--- src/hw/rtl/ssl_pkg.sv ---
// Types, codes and the per-bit step function of the strobed serial link master.
package ssl_pkg;

	localparam int MAX_BYTES_DEF = 16;

	localparam logic [2:0] LAST_BIT = 3'd7;

	typedef enum logic [5:0] {
		ST_IDLE = 6'b000001,
		ST_LEAD = 6'b000010,
		ST_CMD  = 6'b000100,
		ST_GAP  = 6'b001000,
		ST_DATA = 6'b010000,
		ST_TAIL = 6'b100000
	} stage_t;

	localparam logic [1:0] PH_DRIVE  = 2'd0;
	localparam logic [1:0] PH_SAMPLE = 2'd1;
	localparam logic [1:0] PH_RISE   = 2'd2;
	localparam logic [1:0] PH_GUARD  = 2'd3;

	localparam logic [1:0] MODE_CMD   = 2'd0;
	localparam logic [1:0] MODE_WRITE = 2'd1;
	localparam logic [1:0] MODE_READ  = 2'd2;

	typedef struct packed {
		logic       start_req;
		logic [1:0] op;
		logic [7:0] command;
		logic [4:0] length;
		logic [7:0] wr_data;
		logic       dio_in;
	} item_t;

	typedef struct packed {
		logic       stb;
		logic       clk_res;
		logic       dio_out;
		logic       dio_drive;
		logic       take_data;
		logic [7:0] rd_data;
		logic       rd_valid;
		logic       busy_res;
		logic       done_res;
	} result_t;

	typedef struct packed {
		stage_t     stage;
		logic [1:0] tick_phase;
		logic [2:0] bit_index;
		logic [7:0] shift_byte;
		logic [1:0] mode;
		logic       guard_count;
		logic       stb;
		logic       clk;
		logic       dio;
		logic       drv;
	} core_state_t;

	localparam core_state_t STATE_RST = '{
		stage: ST_IDLE, tick_phase: PH_DRIVE, bit_index: 3'd0, shift_byte: 8'd0,
		mode: MODE_CMD, guard_count: 1'b0, stb: 1'b1, clk: 1'b1, dio: 1'b0, drv: 1'b1
	};

	typedef struct packed {
		core_state_t s;
		logic        fin;
		logic        rdv;
		logic [7:0]  rdd;
	} bit_res_t;

	// One tick of a bit: drive/release, clock low or sample, clock high.
	function automatic bit_res_t bit_tick(core_state_t s, logic reading, logic din);
		bit_res_t r;
		r.s   = s;
		r.fin = 1'b0;
		r.rdv = 1'b0;
		r.rdd = 8'd0;
		if (s.tick_phase == PH_DRIVE) begin
			if (reading) begin
				r.s.drv = 1'b0;
				r.s.clk = 1'b0;
			end else begin
				r.s.drv = 1'b1;
				r.s.dio = s.shift_byte[s.bit_index];
			end
			r.s.tick_phase = PH_SAMPLE;
		end else if (s.tick_phase == PH_SAMPLE) begin
			if (reading) begin
				if (din)
					r.s.shift_byte[s.bit_index] = 1'b1;
				if (s.bit_index == LAST_BIT) begin
					r.rdv = 1'b1;
					r.rdd = r.s.shift_byte;
				end
			end else begin
				r.s.clk = 1'b0;
			end
			r.s.tick_phase = PH_RISE;
		end else begin
			r.s.clk = 1'b1;
			if (s.bit_index == LAST_BIT) begin
				r.s.bit_index = 3'd0;
				r.fin = 1'b1;
			end else begin
				r.s.bit_index  = s.bit_index + 3'd1;
				r.s.tick_phase = PH_DRIVE;
			end
		end
		return r;
	endfunction

endpackage

--- src/hw/rtl/ssl_seq.sv ---
// Transaction sequencer: link state registers and the one-tick step logic.
module ssl_seq import ssl_pkg::*; #(
	parameter int MAX_BYTES = MAX_BYTES_DEF
) (
	input  logic    clk,
	input  logic    arst_n,
	input  logic    step_en,
	input  item_t   item,
	output result_t res
);

	localparam int BL_W = $clog2(MAX_BYTES + 1);
	localparam int CW   = (BL_W > 5) ? BL_W : 5;

	core_state_t     st_q, nx;
	logic [BL_W-1:0] bl_q, nbl;

	core_state_t     ds, bs, dt;
	logic [BL_W-1:0] dbl;
	logic            dtake, drdv, reading;
	logic [7:0]      drdd;
	bit_res_t        dbr, cbr;
	logic [CW-1:0]   len_w, sat_w;

	assign len_w = CW'(item.length);
	assign sat_w = (len_w > CW'(MAX_BYTES)) ? CW'(MAX_BYTES) : len_w;

	// data tick, also used for the first data tick straight out of the gap
	always_comb begin
		ds = st_q;
		if (st_q.stage == ST_GAP) begin
			ds.stage      = ST_DATA;
			ds.tick_phase = PH_DRIVE;
			ds.bit_index  = 3'd0;
		end
		reading = (ds.mode == MODE_READ);
		dt      = ds;
		dbl     = bl_q;
		dtake   = 1'b0;
		drdv    = 1'b0;
		drdd    = 8'd0;
		bs      = ds;
		dbr     = '0;
		if (ds.tick_phase == PH_GUARD) begin
			dt.stage       = ST_TAIL;
			dt.guard_count = 1'b0;
			dt.tick_phase  = PH_DRIVE;
		end else begin
			if (ds.tick_phase == PH_DRIVE && ds.bit_index == 3'd0) begin
				if (reading) begin
					bs.shift_byte = 8'd0;
				end else begin
					bs.shift_byte = item.wr_data;
					dtake         = 1'b1;
				end
			end
			dbr  = bit_tick(bs, reading, item.dio_in);
			dt   = dbr.s;
			drdv = dbr.rdv;
			drdd = dbr.rdd;
			if (dbr.fin) begin
				if (dbl != '0)
					dbl = dbl - BL_W'(1);
				dt.tick_phase = (dbl != '0) ? PH_DRIVE : PH_GUARD;
			end
		end
	end

	assign cbr = bit_tick(st_q, 1'b0, item.dio_in);

	always_comb begin
		nx            = st_q;
		nbl           = bl_q;
		res           = '0;
		unique case (st_q.stage)
			ST_LEAD: begin
				nx.stage      = ST_CMD;
				nx.tick_phase = PH_DRIVE;
				nx.bit_index  = 3'd0;
			end
			ST_CMD: begin
				if (st_q.tick_phase == PH_GUARD) begin
					nx.stage       = ST_GAP;
					nx.guard_count = 1'b0;
					nx.tick_phase  = PH_DRIVE;
				end else begin
					nx = cbr.s;
					if (cbr.fin)
						nx.tick_phase = PH_GUARD;
				end
			end
			ST_GAP: begin
				if (!st_q.guard_count) begin
					nx.guard_count = 1'b1;
				end else if (st_q.mode == MODE_CMD) begin
					nx.stb         = 1'b1;
					nx.stage       = ST_IDLE;
					nx.tick_phase  = PH_DRIVE;
					nx.guard_count = 1'b0;
					res.done_res   = 1'b1;
				end else if (bl_q != '0) begin
					nx            = dt;
					nbl           = dbl;
					res.take_data = dtake;
					res.rd_valid  = drdv;
					res.rd_data   = drdd;
				end else begin
					nx.stage       = ST_TAIL;
					nx.guard_count = 1'b0;
				end
			end
			ST_DATA: begin
				nx            = dt;
				nbl           = dbl;
				res.take_data = dtake;
				res.rd_valid  = drdv;
				res.rd_data   = drdd;
			end
			ST_TAIL: begin
				if (!st_q.guard_count) begin
					nx.guard_count = 1'b1;
				end else begin
					nx.stb         = 1'b1;
					nx.stage       = ST_IDLE;
					nx.tick_phase  = PH_DRIVE;
					nx.guard_count = 1'b0;
					res.done_res   = 1'b1;
				end
			end
			default: begin
				nx.stage = ST_IDLE;
				if (item.start_req) begin
					nx.mode = (item.op == MODE_WRITE || item.op == MODE_READ) ?
						item.op : MODE_CMD;
					nx.shift_byte  = item.command;
					nbl            = sat_w[BL_W-1:0];
					nx.tick_phase  = PH_DRIVE;
					nx.bit_index   = 3'd0;
					nx.guard_count = 1'b0;
					nx.stb         = 1'b0;
					nx.stage       = ST_LEAD;
				end
			end
		endcase
		res.stb       = nx.stb;
		res.clk_res   = nx.clk;
		res.dio_out   = nx.dio;
		res.dio_drive = nx.drv;
		res.busy_res  = (nx.stage != ST_IDLE);
	end

	always_ff @(posedge clk or negedge arst_n) begin
		if (!arst_n) begin
			st_q <= STATE_RST;
			bl_q <= '0;
		end else if (step_en) begin
			st_q <= nx;
			bl_q <= nbl;
		end
	end

endmodule

--- src/hw/rtl/strobed_serial_link_master.sv ---
// Strobed three-wire serial link master, top level with input and result registers.
//
// Input channel (in_valid/in_stall): one word per timer tick with the start
// request fields, the offered write byte and the sampled data pin.
// Output channel (out_valid/out_stall): one word per input word with the line
// levels after that tick, the write-byte take strobe, a received byte with
// its valid flag, and busy/done flags.
// An accepted word goes from the input register through one sequencer step
// into the result register. Throughput: one word per cycle while out_stall
// is low; the sequencer advances one phase per word. A transaction is: strobe
// low, one idle tick, eight command bits of three ticks each, two idle ticks,
// for a read or write length data bytes (max MAX_BYTES), two idle ticks; strobe high.
// Reset: sequencer idle, strobe and clock high, data line driven low, both
// pipeline slots empty.
// Receiver stall: the result register holds; the input register holds one
// more word; in_stall rises only when both are full and out_stall is high.
module strobed_serial_link_master import ssl_pkg::*; #(
	parameter int MAX_BYTES = MAX_BYTES_DEF
) (
	input  logic       clk,
	input  logic       arst_n,
	input  logic       in_valid,
	output logic       in_stall,
	input  logic       start_req,
	input  logic [1:0] op,
	input  logic [7:0] command,
	input  logic [4:0] length,
	input  logic [7:0] wr_data,
	input  logic       dio_in,
	output logic       out_valid,
	input  logic       out_stall,
	output logic       stb,
	output logic       clk_res,
	output logic       dio_out,
	output logic       dio_drive,
	output logic       take_data,
	output logic [7:0] rd_data,
	output logic       rd_valid,
	output logic       busy_res,
	output logic       done_res
);

	logic    valid_s1, out_valid_q, adv, step_en, in_acc;
	item_t   item_s1;
	result_t res_d, res_q;

	assign adv      = !out_valid_q || !out_stall;
	assign step_en  = valid_s1 && adv;
	assign in_stall = valid_s1 && !adv;
	assign in_acc   = in_valid && !in_stall;

	always_ff @(posedge clk or negedge arst_n) begin
		if (!arst_n) begin
			valid_s1 <= 1'b0;
		end else if (in_acc) begin
			valid_s1 <= 1'b1;
		end else if (adv) begin
			valid_s1 <= 1'b0;
		end
	end

	always_ff @(posedge clk) begin
		if (in_acc)
			item_s1 <= '{start_req, op, command, length, wr_data, dio_in};
	end

	ssl_seq #(
		.MAX_BYTES(MAX_BYTES)
	) u_seq (
		.clk    (clk),
		.arst_n (arst_n),
		.step_en(step_en),
		.item   (item_s1),
		.res    (res_d)
	);

	always_ff @(posedge clk or negedge arst_n) begin
		if (!arst_n) begin
			out_valid_q <= 1'b0;
		end else if (adv) begin
			out_valid_q <= valid_s1;
		end
	end

	always_ff @(posedge clk) begin
		if (step_en)
			res_q <= res_d;
	end

	assign out_valid = out_valid_q;
	assign stb       = res_q.stb;
	assign clk_res   = res_q.clk_res;
	assign dio_out   = res_q.dio_out;
	assign dio_drive = res_q.dio_drive;
	assign take_data = res_q.take_data;
	assign rd_data   = res_q.rd_data;
	assign rd_valid  = res_q.rd_valid;
	assign busy_res  = res_q.busy_res;
	assign done_res  = res_q.done_res;

endmodule

--- config.mk ---
export PLATFORM = sky130hd
export DESIGN_NAME = strobed_serial_link_master
export DESIGN_NICKNAME = d
export VERILOG_FILES = /design/src/hw/rtl/ssl_pkg.sv /design/src/hw/rtl/ssl_seq.sv /design/src/hw/rtl/strobed_serial_link_master.sv
export SDC_FILE = /design/constraint.sdc
export NUM_CORES = 1
export LEC_CHECK = 0
export ABC_AREA = 0
export BUFFER_PORTS_ARGS = -buffer_cell sky130_fd_sc_hd__buf_2
export CORE_MARGIN = 10
export CORE_UTILIZATION = 55
export DETAILED_ROUTE_END_ITERATION = 7
export GPL_TIMING_DRIVEN = 1
export PLACE_DENSITY = 0.76
export SYNTH_ARGS = -nofsm -noshare
export SYNTH_HDL_FRONTEND = slang
export SYNTH_HIERARCHICAL = 1
export SYNTH_SLANG_ARGS = --single-unit
--- constraint.sdc ---
create_clock -name clk -period 4.6 [get_ports clk]
set_clock_uncertainty 0.2 [all_clocks]
set_input_delay 1.15 -clock clk [delete_from_list [all_inputs] [get_ports clk]]
set_output_delay 1.15 -clock clk [all_outputs]
set_load 0.02 [all_outputs]
==> run metrics <==
status completed; commonest non-fill, non-tap cells in the layout buf_2, nand2_1, edfxtp_1; # diodes 0; # fillers 598; Mean Syn Cell Area 10.1 µm²; worst hold margin 0.268 ns; total negative slack 0 ns; Hold Buf Count CTS 0; layout cell share with drive strength beyond 1 0.207; Final Non-Filler Cells 549; IO Port Bufs 46; YS warnings 6; Iter 0 DRT Violations 437; Reg clk slew, reported paths 0.08 ns; Multi-input gate area 1920 µm²; Power Dens Cells 423 nW/µm²; Async SR Flop Fraction 0.446; Total Power 0.00196 W; global-route wire length before repair 17.0 mm; Fin. Hold Viols 0; WS Path Type flip-flop to flip-flop; period utilization 0.816; peak supply drop 0.254 mV; Static Leak 1.86 nW; Yosys top cell by area edfxtp_1; Synth Flop Type edfxtp_1; worst min-delay path class flip-flop to flip-flop; clk_lat worst skew 0.36 ns; sequential cell area 2060 µm²; worst slew pin tran 1.07 ns; flops & latches, synth 74; Tmin final 3.76 ns; worst endpoint data arrival time 3.67 ns; largest cells by area after synthesis edfxtp_1, dfrtp_1, nand2_1; # resized after CTS 0; routed len/inst 18.3 µm; Post-synth EDFFs 41; core area 7330 µm²; vias in the first global route 3379; dpl hpwl 7.17 mm; # placed instances 533; die width 107 µm; highest clock rate 0.266 GHz; RePlAce Congestion 1.02; TritonCTS clock tree done; fin util 0.630; Initial Utilization 0.571; First-pass DRT Iterations 8; CTS buffer count 9; WL final 10.1 mm; endpoint class of the critical path flip-flop; RSZ-0062 raised after global routing false; root buf cell clkbuf_8; DR vias 3493; Slew HR 0.285; number of top-level pins 47; vias per inst 6.36; Syn Std Cell Area 4190 µm²; final setup violation count 0; Die Span Y 107 µm; GR Overflow Total 0; FP Rows 31; CTS HTree Levels 3; Max-Cap Viols 0; CP Data Required Time 4.52 ns; Cell variety after synth 72; largest net degree at the start of global routing 34; Yosys top cell area share 0.294; initial antenna violation count 0; Die Area 11500 µm²; setup bufs post-CTS 0; Mapped Cells 413; Routed Antenna Nets 0; crit path max fanout 11; Area Growth Syn to Fin 10.3%; DRC 0; startpoint types flip-flop; clk sink count 74; Synth Net Count 448; Nets 480; Clock Tree Buf Depth 2; Slew Limit Fails 0; register area share after synthesis 0.492; leading cell type in the layout, fill and taps excluded buf_2; GRT Overall Usage 0.184
## report_power, final
part,total [W],internal [W],leakage [nW],switching (W)
Clock,0.000514,0.000254,0.0962,0.000260
Sequential,0.000935,0.000812,0.814,0.000123
Combinational,0.000506,0.000203,0.945,0.000303
Total,0.00196,0.00127,1.86,0.000686
## worst max-delay path, stage by stage, from the launching register on
cell	delay, ns
dfrtp_1	0.51
or4_4	0.70
o21ai_2	0.27
ha_1	0.21
or4b_1	0.60
o211ai_1	0.20
o211ai_1	0.14
a211oi_1	0.31
nor4_2	0.10
a211o_1	0.27
## cells by family after synthesis
kind of cell,after synthesis,synth area share
compound gates,135,0.224
buf+inv,46,0.0505
flops,74,0.492
simple gates,139,0.179
fa+ha+maj,6,0.0179
mux,10,0.0302
xor+xnor,3,0.00627
## cell type report
class                      instances  area share
sequential                        74       0.446
multi-input combinational        293       0.415
timing repair buffer              48      0.0531
clock buffer                       9      0.0268
tap                               99      0.0268
clock inverter                     7      0.0165
inverter                          19      0.0154
## cells in the mapped netlist, types with 6 or more instances
library cell and number:
nor3_1 10, mux2i_1 7, o21ai_0 31, dfrtp_1 29
and2_1 6, o211ai_1 12, nand3_1 11, a21oi_1 22
a22oi_1 10, nor2b_1 6, nand2_1 42, ha_1 6
edfxtp_1 41, nor2_1 26, clkbuf_1 18, inv_1 18
## final timing paths
| kind | endpoint | slack, ns | start | cells after the start |
|---|---|---|---|---|
| setup / recovery | dio_out | 0.84 | u_seq/cbr[31] | 9 |
| setup reg to reg | dio_out | 0.84 | u_seq/cbr[31] | 9 |
| hold reg to reg | u_seq/bs[6] | 0.27 | item_s1[22] | 1 |
| max in group asynchronous | u_seq/bs[4] | 3.07 | arst_n | 1 |
| min in group asynchronous | u_seq/bl_q[1] | 0.65 | arst_n | 1 |
| hold / removal | u_seq/bs[6] | 0.27 | item_s1[22] | 1 |
## metrics by stage
step	setup WS (ns)	instance area [µm²]
detailed placement	0.918	4420
CTS	0.893	4620
floorplan	0.364	4190
finish	0.844	4620
global route	0.667	4620
global placement	1.05	4420
## flip-flops by register name (all words and copies together), names as in the netlist
name and flops:
busy_res 1, clk_res 1, dio_drive 1, dio_out 1
done_res 1, item_s1 25, out_valid 1, rd_data 8
rd_valid 1, stb 1, take_data 1, u_seq/bl_q 5
u_seq/bs 7, u_seq/cbr 14, u_seq/st_q 5, valid_s1 1
## routing by layer
layer	part of all wire	wire (µm)	vias to the layer above	GRT usage
li1	-	-	1620	-
met1	0.43	4340	1641	0.257
met2	0.43	4360	204	0.255
met3	0.11	1100	28	0.0515
met4	0.025	255	0	0.0861
met5	0	0	-	0
(Power assumes the default switching activity.)
